File: src/design/irrd_pkg.sv
// ----------------------------------------------------------------------------
// irrd_pkg: shared types and constants of the interrupt distributor
// Holds the result kinds, the configuration register indexes, the layout of
// one routing-table entry and the fixed sizes of the interrupt groups.
// ----------------------------------------------------------------------------
`default_nettype none

package irrd_pkg;

    // Interrupts per pending word, and the size of the spurious window.
    localparam int GROUP_BITS    = 32;
    localparam int SPURIOUS_SPAN = 8;
    localparam int NUM_CPUS      = 4;
    localparam int NUM_GROUPS    = 4;

    // Field widths of the stream items.
    localparam int IRQ_W    = 7;
    localparam int GROUP_W  = 2;
    localparam int POS_W    = 5;
    localparam int AFF_W    = 4;
    localparam int CPU_W    = 2;
    localparam int CORE_W   = 3;
    localparam int CNT_W    = 3;
    localparam int CFG_IDX_W = 2;
    localparam int CFG_W    = 7;

    // Last-core value meaning that the interrupt has not been forwarded yet.
    localparam logic [CORE_W-1:0] CORE_NONE = 3'd7;

    typedef enum logic [1:0] {
        KIND_LOCAL    = 2'd0,
        KIND_IPI      = 2'd1,
        KIND_SPURIOUS = 2'd2,
        KIND_ROUTE    = 2'd3
    } kind_t;

    typedef enum logic [CFG_IDX_W-1:0] {
        CFG_ACTIVE_CPUS   = 2'd0,
        CFG_CPU_COUNT     = 2'd1,
        CFG_SPURIOUS_BASE = 2'd2
    } cfg_index_t;

    typedef enum logic {
        FUNC_ROUTE   = 1'b0,
        FUNC_PENDING = 1'b1
    } func_t;

    // One routing-table entry.
    typedef struct packed {
        logic             local_only;
        logic [POS_W-1:0] position;
        logic [AFF_W-1:0] affinity;
    } route_t;

    localparam route_t ROUTE_RESET = '{local_only: 1'b1, position: '0, affinity: '0};

endpackage

`default_nettype wire

File: src/design/irrd_ram.sv
// ----------------------------------------------------------------------------
// irrd_ram: generic single-write, single-read synchronous RAM
// One write port and one read port; the read data is registered and holds
// its value while the read enable is low.
// ----------------------------------------------------------------------------
`default_nettype none

module irrd_ram #(
    parameter int WIDTH = 8,
    parameter int DEPTH = 128
) (
    input  wire logic                     clk,
    input  wire logic                     we,
    input  wire logic [$clog2(DEPTH)-1:0] waddr,
    input  wire logic [WIDTH-1:0]         wdata,
    input  wire logic                     re,
    input  wire logic [$clog2(DEPTH)-1:0] raddr,
    output logic      [WIDTH-1:0]         rdata
);

    logic [WIDTH-1:0] mem [DEPTH];

    always_ff @(posedge clk)
    begin
        if (we)
        begin
            mem[waddr] <= wdata;
        end
        if (re)
        begin
            rdata <= mem[raddr];
        end
    end

endmodule

`default_nettype wire

File: src/design/interrupt_round_robin_distributor_unit.sv
// ----------------------------------------------------------------------------
// interrupt_round_robin_distributor_unit: round-robin interrupt distributor
// Keeps a routing entry and a last-used core for every interrupt in two
// synchronous RAMs, and turns each pending word into one dispatch decision
// per set bit, lowest bit first.
// ----------------------------------------------------------------------------
//
//  Channel  Direction  Handshake                Payload
//  s_axis   in         s_axis_tvalid/tready     tuser: func; tdata: route write or
//                                               pending word (see port list)
//  m_axis   out        m_axis_tvalid/tready     tuser: kind; tdata: irq, core,
//                                               IPI position; tlast: final result
//  cfg      in         cfg_we (no wait)         cfg_index, cfg_data
//
// After reset a clearing pass writes the reset entry into every row of both
// tables; s_axis_tready stays low meanwhile. A route write is taken in one
// transfer and its result passes the decide stage and the output register.
// The single read port of the tables handles one set bit of a pending word
// per cycle while m_axis does not stall. Each bit passes a read stage and a
// decide stage that writes the chosen core back; a stall on m_axis holds the
// decide stage and stops further reads until the output register drains.
// ----------------------------------------------------------------------------
`default_nettype none

module interrupt_round_robin_distributor_unit #(
    parameter int NUM_IRQS = 128
) (
    input  wire logic        clk,
    input  wire logic        rst_n,

    // Input stream.
    input  wire logic        s_axis_tvalid,
    output logic             s_axis_tready,
    // tdata from bit 0: group[1:0], pending[33:2], irq_index[40:34],
    // route_local[41], route_position[46:42], route_affinity[50:47], zeros.
    input  wire logic [55:0] s_axis_tdata,
    // tuser: func (0 route write, 1 pending word).
    input  wire logic [0:0]  s_axis_tuser,

    // Result stream.
    output logic             m_axis_tvalid,
    input  wire logic        m_axis_tready,
    // tdata from bit 0: irq_number[6:0], target_cpu[8:7],
    // ipi_position[13:9], zeros.
    output logic [15:0]      m_axis_tdata,
    // tuser: kind (0 local, 1 IPI, 2 spurious, 3 route written).
    output logic [1:0]       m_axis_tuser,
    output logic             m_axis_tlast,

    // Configuration write port.
    input  wire logic        cfg_we,
    input  wire logic [irrd_pkg::CFG_IDX_W-1:0] cfg_index,
    input  wire logic [irrd_pkg::CFG_W-1:0]     cfg_data
);

    localparam int AW    = $clog2(NUM_IRQS);
    localparam int WIDE  = 9;
    localparam int GBITS = irrd_pkg::GROUP_BITS;
    localparam int BW    = $clog2(GBITS);
    localparam int NCPU  = irrd_pkg::NUM_CPUS;

    // ------------------------------------------------------------------
    // Configuration registers.
    // ------------------------------------------------------------------
    logic [irrd_pkg::AFF_W-1:0] active_cpus_reg;
    logic [irrd_pkg::CNT_W-1:0] cpu_count_reg;
    logic [irrd_pkg::IRQ_W-1:0] spurious_base_reg;

    always_ff @(posedge clk or negedge rst_n)
    begin
        if (!rst_n)
        begin
            active_cpus_reg   <= 4'd15;
            cpu_count_reg     <= 3'd4;
            spurious_base_reg <= 7'd56;
        end
        else if (cfg_we)
        begin
            case (cfg_index)
                irrd_pkg::CFG_ACTIVE_CPUS:
                begin
                    active_cpus_reg <= cfg_data[irrd_pkg::AFF_W-1:0];
                end
                irrd_pkg::CFG_CPU_COUNT:
                begin
                    cpu_count_reg <= cfg_data[irrd_pkg::CNT_W-1:0];
                end
                irrd_pkg::CFG_SPURIOUS_BASE:
                begin
                    spurious_base_reg <= cfg_data;
                end
                default:
                begin
                end
            endcase
        end
    end

    // ------------------------------------------------------------------
    // Input field unpacking.
    // ------------------------------------------------------------------
    logic [irrd_pkg::GROUP_W-1:0] in_group;
    logic [GBITS-1:0]             in_pending;
    logic [irrd_pkg::IRQ_W-1:0]   in_irq_index;
    irrd_pkg::route_t             in_route;
    logic [WIDE-1:0]              in_irq_wide;
    logic                         in_accept;
    logic                         in_is_route;

    assign in_group            = s_axis_tdata[1:0];
    assign in_pending          = s_axis_tdata[33:2];
    assign in_irq_index        = s_axis_tdata[40:34];
    assign in_route.local_only = s_axis_tdata[41];
    assign in_route.position   = s_axis_tdata[46:42];
    assign in_route.affinity   = s_axis_tdata[50:47];
    assign in_irq_wide         = {2'b00, in_irq_index};

    assign in_accept   = s_axis_tvalid && s_axis_tready;
    assign in_is_route = (s_axis_tuser[0] == irrd_pkg::FUNC_ROUTE);

    // ------------------------------------------------------------------
    // Clearing pass after reset.
    // ------------------------------------------------------------------
    logic          clr_active_reg;
    logic [AW-1:0] clr_addr_reg;

    always_ff @(posedge clk or negedge rst_n)
    begin
        if (!rst_n)
        begin
            clr_active_reg <= 1'b1;
            clr_addr_reg   <= '0;
        end
        else if (clr_active_reg)
        begin
            clr_addr_reg <= clr_addr_reg + 1'b1;
            if (clr_addr_reg == AW'(NUM_IRQS - 1))
            begin
                clr_active_reg <= 1'b0;
            end
        end
    end

    // ------------------------------------------------------------------
    // Read stage: pick the lowest remaining pending bit and read its entry.
    // ------------------------------------------------------------------
    logic [GBITS-1:0]             bits_reg;
    logic [GBITS-1:0]             bits_next;
    logic [irrd_pkg::GROUP_W-1:0] group_reg;
    logic [GBITS-1:0]             low_onehot;
    logic [BW-1:0]                low_index;
    logic [irrd_pkg::IRQ_W-1:0]   issue_irq;
    logic [WIDE-1:0]              issue_irq_wide;
    logic                         issue_en;
    logic                         out_free;

    logic                         d_valid_reg;
    logic                         d_route_reg;
    logic                         d_last_reg;
    logic                         d_intab_reg;
    logic [irrd_pkg::IRQ_W-1:0]   d_irq_reg;
    logic [AW-1:0]                d_addr_reg;
    logic                         d_adv;

    assign low_onehot = bits_reg & (~bits_reg + 1'b1);

    always_comb
    begin
        low_index = '0;
        for (int i = 0; i < GBITS; i++)
        begin
            if (low_onehot[i])
            begin
                low_index = low_index | BW'(i);
            end
        end
    end

    assign issue_irq      = {group_reg, low_index};
    assign issue_irq_wide = {2'b00, issue_irq};

    assign out_free = !m_axis_tvalid || m_axis_tready;
    assign d_adv    = d_valid_reg && out_free;
    assign issue_en = (bits_reg != '0) && (!d_valid_reg || out_free);

    // A new item is taken only once the previous word has fully left the
    // read and decide stages; the output register may still be waiting.
    assign s_axis_tready = !clr_active_reg && (bits_reg == '0) && !d_valid_reg;

    always_comb
    begin
        bits_next = bits_reg;
        if (in_accept && !in_is_route)
        begin
            if ({1'b0, in_group} < 3'(irrd_pkg::NUM_GROUPS))
            begin
                bits_next = in_pending;
            end
            else
            begin
                bits_next = '0;
            end
        end
        else if (issue_en)
        begin
            bits_next = bits_reg & ~low_onehot;
        end
    end

    always_ff @(posedge clk or negedge rst_n)
    begin
        if (!rst_n)
        begin
            bits_reg    <= '0;
            d_valid_reg <= 1'b0;
        end
        else
        begin
            bits_reg <= bits_next;
            if ((in_accept && in_is_route) || issue_en)
            begin
                d_valid_reg <= 1'b1;
            end
            else if (d_adv)
            begin
                d_valid_reg <= 1'b0;
            end
        end
    end

    always_ff @(posedge clk)
    begin
        if (in_accept)
        begin
            group_reg <= in_group;
        end
        if (in_accept && in_is_route)
        begin
            d_route_reg <= 1'b1;
            d_last_reg  <= 1'b1;
            d_irq_reg   <= in_irq_index;
            d_intab_reg <= 1'b0;
            d_addr_reg  <= in_irq_wide[AW-1:0];
        end
        else if (issue_en)
        begin
            d_route_reg <= 1'b0;
            d_last_reg  <= ((bits_reg & ~low_onehot) == '0);
            d_irq_reg   <= issue_irq;
            d_intab_reg <= (issue_irq_wide < WIDE'(NUM_IRQS));
            d_addr_reg  <= issue_irq_wide[AW-1:0];
        end
    end

    // ------------------------------------------------------------------
    // Tables: routing entries and last-used cores.
    // ------------------------------------------------------------------
    logic                        route_we;
    logic [AW-1:0]               route_waddr;
    irrd_pkg::route_t            route_wdata;
    irrd_pkg::route_t            route_rdata;

    logic                        core_we;
    logic [AW-1:0]               core_waddr;
    logic [irrd_pkg::CORE_W-1:0] core_wdata;
    logic [irrd_pkg::CORE_W-1:0] core_rdata;
    logic                        core_update;
    logic [irrd_pkg::CPU_W-1:0]  pick;

    // Route writes only happen while both stages are empty, so they never
    // meet a read of the same entry.
    assign route_we    = clr_active_reg ||
                         (in_accept && in_is_route && (in_irq_wide < WIDE'(NUM_IRQS)));
    assign route_waddr = clr_active_reg ? clr_addr_reg : in_irq_wide[AW-1:0];
    assign route_wdata = clr_active_reg ? irrd_pkg::ROUTE_RESET : in_route;

    assign core_we    = clr_active_reg || (d_adv && core_update);
    assign core_waddr = clr_active_reg ? clr_addr_reg : d_addr_reg;
    assign core_wdata = clr_active_reg ? irrd_pkg::CORE_NONE
                                       : {{(irrd_pkg::CORE_W - irrd_pkg::CPU_W){1'b0}}, pick};

    irrd_ram #(
        .WIDTH ($bits(irrd_pkg::route_t)),
        .DEPTH (NUM_IRQS)
    ) u_route_ram (
        .clk   (clk),
        .we    (route_we),
        .waddr (route_waddr),
        .wdata (route_wdata),
        .re    (issue_en),
        .raddr (issue_irq_wide[AW-1:0]),
        .rdata (route_rdata)
    );

    irrd_ram #(
        .WIDTH (irrd_pkg::CORE_W),
        .DEPTH (NUM_IRQS)
    ) u_core_ram (
        .clk   (clk),
        .we    (core_we),
        .waddr (core_waddr),
        .wdata (core_wdata),
        .re    (issue_en),
        .raddr (issue_irq_wide[AW-1:0]),
        .rdata (core_rdata)
    );

    // ------------------------------------------------------------------
    // Decide stage. Distinct bits of one word are distinct interrupts, so a
    // write-back here never races the read issued in the same cycle.
    // ------------------------------------------------------------------
    logic [irrd_pkg::CNT_W-1:0]  bound;
    logic [NCPU-1:0]             bound_mask;
    logic [NCPU-1:0]             usable;
    logic [irrd_pkg::CPU_W-1:0]  pick_up;
    logic [irrd_pkg::CPU_W-1:0]  pick_low;
    logic                        have_up;
    logic                        spurious;
    logic [irrd_pkg::IRQ_W:0]    spur_top;
    irrd_pkg::kind_t             res_kind;
    logic [irrd_pkg::CPU_W-1:0]  res_target;
    logic [irrd_pkg::POS_W-1:0]  res_pos;

    assign bound = (cpu_count_reg > irrd_pkg::CNT_W'(NCPU)) ? irrd_pkg::CNT_W'(NCPU)
                                                            : cpu_count_reg;

    assign spur_top = {1'b0, spurious_base_reg} + (irrd_pkg::IRQ_W + 1)'(irrd_pkg::SPURIOUS_SPAN);
    assign spurious = ({1'b0, d_irq_reg} >= {1'b0, spurious_base_reg}) &&
                      ({1'b0, d_irq_reg} < spur_top);

    always_comb
    begin
        for (int c = 0; c < NCPU; c++)
        begin
            bound_mask[c] = (irrd_pkg::CNT_W'(c) < bound);
        end
        usable   = route_rdata.affinity & active_cpus_reg & bound_mask;
        pick_up  = '0;
        pick_low = '0;
        have_up  = 1'b0;
        // Walk downwards so that the lowest qualifying core wins.
        for (int c = NCPU - 1; c >= 0; c--)
        begin
            if (usable[c])
            begin
                pick_low = irrd_pkg::CPU_W'(c);
                if ((core_rdata == irrd_pkg::CORE_NONE) ||
                    (irrd_pkg::CORE_W'(c) > core_rdata))
                begin
                    pick_up = irrd_pkg::CPU_W'(c);
                    have_up = 1'b1;
                end
            end
        end
        pick = have_up ? pick_up : pick_low;
    end

    always_comb
    begin
        res_kind    = irrd_pkg::KIND_LOCAL;
        res_target  = '0;
        res_pos     = '0;
        core_update = 1'b0;
        if (d_route_reg)
        begin
            res_kind = irrd_pkg::KIND_ROUTE;
        end
        else if (spurious)
        begin
            res_kind = irrd_pkg::KIND_SPURIOUS;
        end
        else if (!d_intab_reg || route_rdata.local_only || (usable == '0))
        begin
            res_kind = irrd_pkg::KIND_LOCAL;
        end
        else
        begin
            core_update = 1'b1;
            // Core 0 is the local core and needs no IPI.
            if (pick != '0)
            begin
                res_kind   = irrd_pkg::KIND_IPI;
                res_target = pick;
                res_pos    = route_rdata.position;
            end
        end
    end

    // ------------------------------------------------------------------
    // Output register.
    // ------------------------------------------------------------------
    logic m_valid_reg;

    always_ff @(posedge clk or negedge rst_n)
    begin
        if (!rst_n)
        begin
            m_valid_reg <= 1'b0;
        end
        else if (d_adv)
        begin
            m_valid_reg <= 1'b1;
        end
        else if (m_axis_tready)
        begin
            m_valid_reg <= 1'b0;
        end
    end

    always_ff @(posedge clk)
    begin
        if (d_adv)
        begin
            m_axis_tdata <= {2'b00, res_pos, res_target, d_irq_reg};
            m_axis_tuser <= res_kind;
            m_axis_tlast <= d_last_reg;
        end
    end

    assign m_axis_tvalid = m_valid_reg;

    // ------------------------------------------------------------------
    // Assertions.
    // ------------------------------------------------------------------
    a_route_reaches_decide: assert property (@(posedge clk) disable iff (!rst_n)
        in_accept && in_is_route |=> d_valid_reg && d_route_reg)
        else $error("route write did not reach the decide stage");

    a_pending_starts_empty: assert property (@(posedge clk) disable iff (!rst_n)
        in_accept && !in_is_route |=> !d_valid_reg)
        else $error("pending word accepted with the decide stage busy");

    a_ipi_not_local: assert property (@(posedge clk) disable iff (!rst_n)
        m_axis_tvalid && (m_axis_tuser == irrd_pkg::KIND_IPI) |-> m_axis_tdata[8:7] != 2'd0)
        else $error("IPI result aimed at the local core");

    a_core_write_owner: assert property (@(posedge clk) disable iff (!rst_n)
        core_we && !clr_active_reg |-> d_valid_reg && !d_route_reg && d_intab_reg)
        else $error("last-core table written outside a dispatch");

endmodule

`default_nettype wire

File: config.mk
export PLATFORM = sky130hd
export DESIGN_NAME = interrupt_round_robin_distributor_unit
export DESIGN_NICKNAME = d
export VERILOG_FILES = /design/src/design/irrd_pkg.sv /design/src/design/irrd_ram.sv /design/src/design/interrupt_round_robin_distributor_unit.sv
export SDC_FILE = /design/constraint.sdc
export NUM_CORES = 2
export LEC_CHECK = 0
export BUFFER_PORTS_ARGS = -buffer_cell sky130_fd_sc_hd__clkbuf_2
export CORE_MARGIN = 8
export CORE_UTILIZATION = 45
export DETAILED_ROUTE_END_ITERATION = 8
export PLACE_DENSITY = 0.62
export SYNTH_ARGS = -nofsm -noshare
export SYNTH_HDL_FRONTEND = slang
export SYNTH_SLANG_ARGS = --single-unit
File: constraint.sdc
create_clock -name clk -period 9.2 [get_ports clk]
set_input_delay 0.46 -clock clk [delete_from_list [all_inputs] [get_ports clk]]
set_output_delay 0.46 -clock clk [all_outputs]
set_load 0.01 [all_outputs]
* Word-level counts from Yosys, hierarchy flattened
Memory sizes are Yosys's and may differ from the RTL's. A register that Yosys moved wholly into a read port is not among the register bits.
Index checks and enable logic that the tools add are counted.
** Word-level totals
- Flip-flop bits (word level) :: 85
- Bits in latches :: 0
- Bits in writable memories :: 1664
- ROM bits :: 0
- Input bits :: 71
- Output and inout port bits :: 21
- Logic and storage cells :: 218
- Memories kept :: 2
** Memories
- u_route_ram.mem :: depth 128, width 10, read ports 1, clocked after memory_dff 1, wr ports 1, RTL line irrd_ram.sv:21 : logic [WIDTH-1:0] mem [DEPTH];
- u_core_ram.mem :: depth 128, width 3, read ports 1, clocked after memory_dff 1, wr ports 1, RTL line irrd_ram.sv:21
** Operators by class
- Add/subtract/negate cells :: 3
- $mul :: 0
- Divide/modulo/power cells :: 0
- Order comparisons :: 13
- Eq/ne operators :: 8
- Shift operators :: 0
- Mux-type cells :: 129
- Bitwise gates (word level) :: 7
- Reduce and logical (&&, ||, !) cells :: 39
** Operators with widths (count)
- $mux W32 :: 4
- $mux W5 :: 25
- $mux W2 :: 36
- $and A32 B32 Y32 :: 2
- $logic_not A32 Y1 :: 2
- $not A32 Y32 :: 2
- $mux W7 :: 7
- $mux W4 :: 10
- $mux W1 :: 38
- $add A32 B1 Y32 const B :: 1
- $reduce_bool A32 Y1 :: 1
- $mux W3 :: 8
- $lt A7 B8 Y1 const B :: 2
- $logic_or A1 B1 Y1 :: 11
- $logic_and A1 B1 Y1 :: 10
- $mux W10 :: 1
- $reduce_bool A2 Y1 :: 5
- $add A7 B4 Y8 const B :: 1
- $and A4 B4 Y4 :: 2
- $lt A7 B8 Y1 :: 1
- $ne A2 B1 Y1 const B :: 4
- $reduce_and A2 Y1 :: 4
- $add A7 B1 Y7 const B :: 1
- $eq A7 B7 Y1 const B :: 1
- 13 further kinds :: 20

* Depth between registers and ports, before layout
- Depth in word-level cells :: 37
- Mapped depth :: 19
- Gate-level depth less buffers :: 13

* Modules after synthesis
Synthesis repeated with hierarchy kept, for this count alone.
** Unflattened totals
- Cell total of the unflattened synthesis :: 3229
- Area, all modules :: 69711.9 um2
** Modules (own cells, without submodules)
- irrd_ram at u_route_ram :: instances 1, cells an instance 1998, area each 49454.9 um2, sequential area each 38737.2 um2
- irrd_ram at u_core_ram :: instances 1, cells an instance 728, area each 15383.5 um2, sequential area each 11621.1 um2
- interrupt_round_robin_distributor_unit :: instances 1, cells an instance 503, area each 4873.4 um2, sequential area each 2253.4 um2

* Worst setup path after synthesis
OpenSTA, ideal clock, no wires.
- Path type :: reg2reg
- Start :: register clr_active_reg
- End :: memory u_route_ram.mem[0][4] (netlist bit), data pin
- Library setup time :: 0.825 ns
- Arrival :: 4.812 ns
- Data required time :: 8.375 ns
- Slack :: 3.563 ns
- Stages on the path, launching flop included :: 6
- Buffers on the path :: 4
- Clock period less this slack :: 5.637 ns
- Path through :: dfstp_2 > clkbuf_1 > clkbuf_1 > clkbuf_1 > clkbuf_1 > nor2b_1
** RTL lines
- start, declared :: RTL line interrupt_round_robin_distributor_unit.sv:124 : logic clr_active_reg;
- start signal, assigned :: RTL line interrupt_round_robin_distributor_unit.sv:131 : clr_active_reg <= 1'b1;
- start signal, assigned :: RTL line interrupt_round_robin_distributor_unit.sv:139 : clr_active_reg <= 1'b0;
- end, declared :: RTL line irrd_ram.sv:21

* Final worst setup path
- Start :: register bits_reg[7]
- End :: memory u_route_ram.mem[40][1] (netlist bit) (enable)
** Between the ends
- Longest elaborated chain between the ends :: 9
** Ends and longest elaborated chain
- start, declared :: RTL line interrupt_round_robin_distributor_unit.sv:147 : logic [GBITS-1:0] bits_reg;
- start signal, assigned :: RTL line interrupt_round_robin_distributor_unit.sv:219 : bits_reg <= bits_next;
- $logic_not A32 Y1 :: RTL line interrupt_round_robin_distributor_unit.sv:188 : assign s_axis_tready = !clr_active_reg && (bits_reg == '0) && !d_valid_reg;
- $logic_and A1 B1 Y1 (2 in series) :: RTL line interrupt_round_robin_distributor_unit.sv:188
- $logic_and A1 B1 Y1 :: RTL line interrupt_round_robin_distributor_unit.sv:118 : assign in_accept = s_axis_tvalid && s_axis_tready;
- $logic_and A1 B1 Y1 (2 in series) :: RTL line interrupt_round_robin_distributor_unit.sv:273 : (in_accept && in_is_route && (in_irq_wide < WIDE'(NUM_IRQS)));
- $logic_or A1 B1 Y1 :: RTL line interrupt_round_robin_distributor_unit.sv:272 : assign route_we = clr_active_reg ||
- $mux W1 :: RTL line irrd_ram.sv:25 : if (we)
- $mux W1 (implied by the code) :: RTL line irrd_ram.sv:27 : mem[waddr] <= wdata;
No other way between the ends.

==> qor.csv <==
metric;value;unit
Resized cells post-CTS;0;
Most used DFF post-synth;edfxtp_1;
Worst Hold Class;in2reg;
total grt overflow;0;
endpoints failing hold;0;
end point of the critical path;u_route_ram.mem[40][1]$_DFFE_PP_;
Pre-antenna DRT Iters;8;
Core ar.;162000;um^2
clock skew;25.1;ps
met1 Usage GRT;32.3;%
CTS Buf Count;177;
vias;46883;
Critical R2R Launch;bits_reg[7]$_DFFE_PN0P_;
Max-slew headroom;7.57;%
EDFF count, synth;1703;
Fillers;13742;
H-Tree Depth;4;
vias in the first global route;44570;
Slew Viols, Final;0;
met3 Use GR;4.06;%
Worst Path Required;9620;ps
crit path DAT;6940;ps
unrepaired setup endpoints after global routing;no;
Initial Utilization;45.2;%
worst reg-to-reg path cell count;12;
wire length of the first global-routing pass;301;mm
Tot GR Track Use;22.8;%
Worst setup SP type;flop;
# Post-CTS Setup Buffers;0;
fin crit period;6520;ps
share of layout cells above drive strength 1;9.51;%
Die H;420;um
I/O pins;92;
GRT Max-Usage Layer;met2;
fin nets;5686;
Max-cap violations;0;
Synth-to-Final Area Change;11.3;%
Remaining DRCs;0;
Die Area;176000;um^2
Seq/Total Area, Yosys;71.6;%
CTS tree;yes;
synth warn;0;
Post-Syn Area;73400;um^2
vias per inst;5.92;
met2 usage;35.4;%
syn avg cell area;13.2;um^2
Worst Min Path Start;s_axis_tdata[46];
per-cell routed wire length;26.0;um
Unique masters post-synth;88;
CP max FO;13;
CP startpoint;bits_reg[7]$_DFFE_PN0P_;
async set-reset flop share out of synthesis;3.18;%
max reg flops;1280;
final worst-path cycle share;70.9;%
Setup CP Type;reg2reg;
antenna viol nets, final;0;
reg2reg end;u_route_ram.mem[40][1]$_DFFE_PP_;
Cells after Synth;5551;
Initial DRC Count;5805;
number of synthesized register bits;1762;
# setup viols final;0;
status;finished clean;
Clock Path Buffers;3;
GP Congestion;0.882;
WL final;206;mm
critical path capture point type;flop;
width of the chip;420;um
setup TNS;0;ps
Fmax achieved;153;MHz
worst reg-to-reg setup slack;2680;ps
actual slew at the worst max-slew pin;1370;ps
clock sink count;1762;
IO buf count;84;
cell row count;148;
largest net degree at the start of global routing;146;
initial antenna violation count;8;
hold_buf cts;50;
sequential cell area;52600;um^2
area occupied by multi-input gates;19000;um^2
worst skew pair latency;810;ps
DP Wirelength;124;mm
Reg clk slew, reported paths;60;ps
Clock Tree Root;clkbuf_16;
per-layer routing:
layer / vias up / share of wire [%] / wire (um)
li1: 20841 / - / -
met1: 23508 / 42 / 85800
met2: 2143 / 46 / 94400
met3: 389 / 8.9 / 18400
met4: 2 / 3.8 / 7780
met5: - / 0.0063 / 13
through the flow:
| step | cells | area, um^2 | hold WS, ps | util, % | worst slack (ps) |
|---|---|---|---|---|---|
| after detailed placement | 7548 | 75900 | 425 | 46.7 | 2860 |
| after global routing | 7921 | 81700 | 124 | 50.3 | 2520 |
| after global placement | 7548 | 75900 | 419 | 46.7 | 2970 |
| after floorplan | 5552 | 73400 | 164 | - | 3560 |
| final | 7924 | 81700 | 158 | 50.3 | 2680 |
| after CTS | 7919 | 81700 | 93.8 | 50.3 | 2840 |
layout by cell type (no fill, tap or decap), types with 36 or more instances in the layout:
cell | Yosys | final
mux2i_1 | 318 | 318
clkinv_1 | 0 | 39
a22o_1 | 38 | 38
nand3_1 | 659 | 657
nand2_1 | 1155 | 1153
a21oi_1 | 122 | 122
a211oi_1 | 52 | 52
and3_1 | 45 | 44
inv_1 | 39 | 39
clkbuf_1 | 165 | 43
clkinv_2 | 0 | 36
nor3_1 | 181 | 177
nor2_1 | 194 | 191
mux2_2 | 41 | 41
clkbuf_2 | 1 | 84
dfrtp_1 | 47 | 47
clkbuf_16 | 0 | 179
buf_4 | 24 | 93
edfxtp_1 | 1703 | 1703
a31oi_1 | 40 | 40
dlygate4sd3_1 | 0 | 50
o21ai_0 | 80 | 78
cells in the mapped netlist (7+ instances only):
library cell / number / area, um^2
a211o_1: 23 / 201
a211oi_1: 52 / 390
a21boi_0: 13 / 97.6
a21o_1: 8 / 60.1
a21oi_1: 122 / 611
a22o_1: 38 / 333
a22oi_1: 33 / 248
a31o_2: 9 / 78.8
a31oi_1: 40 / 250
a32oi_1: 15 / 131
and2_1: 9 / 56.3
and3_1: 45 / 282
and4_1: 28 / 245
and4b_1: 7 / 70.1
buf_1: 27 / 101
buf_2: 125 / 626
buf_4: 24 / 180
buf_6: 18 / 203
clkbuf_1: 165 / 619
dfrtp_1: 47 / 1180
dfstp_2: 9 / 236
edfxtp_1: 1703 / 51100
ha_1: 13 / 163
inv_1: 39 / 146
mux2_2: 41 / 462
mux2i_1: 318 / 3180
nand2_1: 1155 / 4340
nand2b_1: 11 / 68.8
nand3_1: 659 / 3300
nand3b_1: 7 / 52.6
nand4_1: 18 / 113
nor2_1: 194 / 728
nor2b_1: 21 / 131
nor3_1: 181 / 906
nor4_1: 33 / 206
o21a_1: 8 / 60.1
o21ai_0: 80 / 400
o221ai_1: 11 / 96.3
o22a_1: 16 / 140
o22ai_1: 30 / 188
o31ai_1: 18 / 135
or3_1: 7 / 43.8
or4_1: 13 / 97.6
worst min-delay path by stage:
| stage | endpoint | depth (start not counted) |
|---|---|---|
| 2_1_floorplan | bits_reg[0]$_DFFE_PN0P_ | 0 |
| 3_3_place_gp | m_axis_tlast$_DFFE_PP_ | 0 |
| 3_5_place_dp | m_axis_tlast$_DFFE_PP_ | 0 |
| 4_1_cts | u_route_ram.mem[117][8]$_DFFE_PP_ | 2 |
| 5_1_grt | u_route_ram.mem[108][8]$_DFFE_PP_ | 2 |
| 6_report | u_route_ram.mem[103][8]$_DFFE_PP_ | 2 |
area by class of cell:
cell class              count  area share [%]
inverters                  39           0.179
flip-flops and latches   1762            64.4
well taps                2175            3.33
diodes                      5          0.0153
clock buffers             223            5.69
multi-input cells        3384            23.3
clock inverters            98           0.871
repair buffers            238            2.25
cell families (layout without fill, tap and decap cells):
logic type      Yosys count  count (layout)  share of synthesized area, %
mux                     359             359                          4.96
simple gates           2418            2418                          14.9
xor+xnor                  8               8                        0.0954
flops                  1762            1762                          71.6
buf+inv                 406             598                          2.73
compound gates          582             582                          5.46
fa+ha+maj                15              15                         0.249
other cells               1               7                       0.00511
worst max-delay path: stages, from the launching register on:
cell and delay (ps):
dfrtp_1 450, or4_1 690, nor4_1 940, and3_1 440
nand2_1 120, or3_1 370, nor3_2 180, nand2_1 120
nor2_1 110, buf_4 260, or2_2 290, nand3_1 870
nor2_1 1270
Power is left out: the tool's default activity adds up to more than one toggle a clock period on the data nets, which glitch-free logic cannot reach.
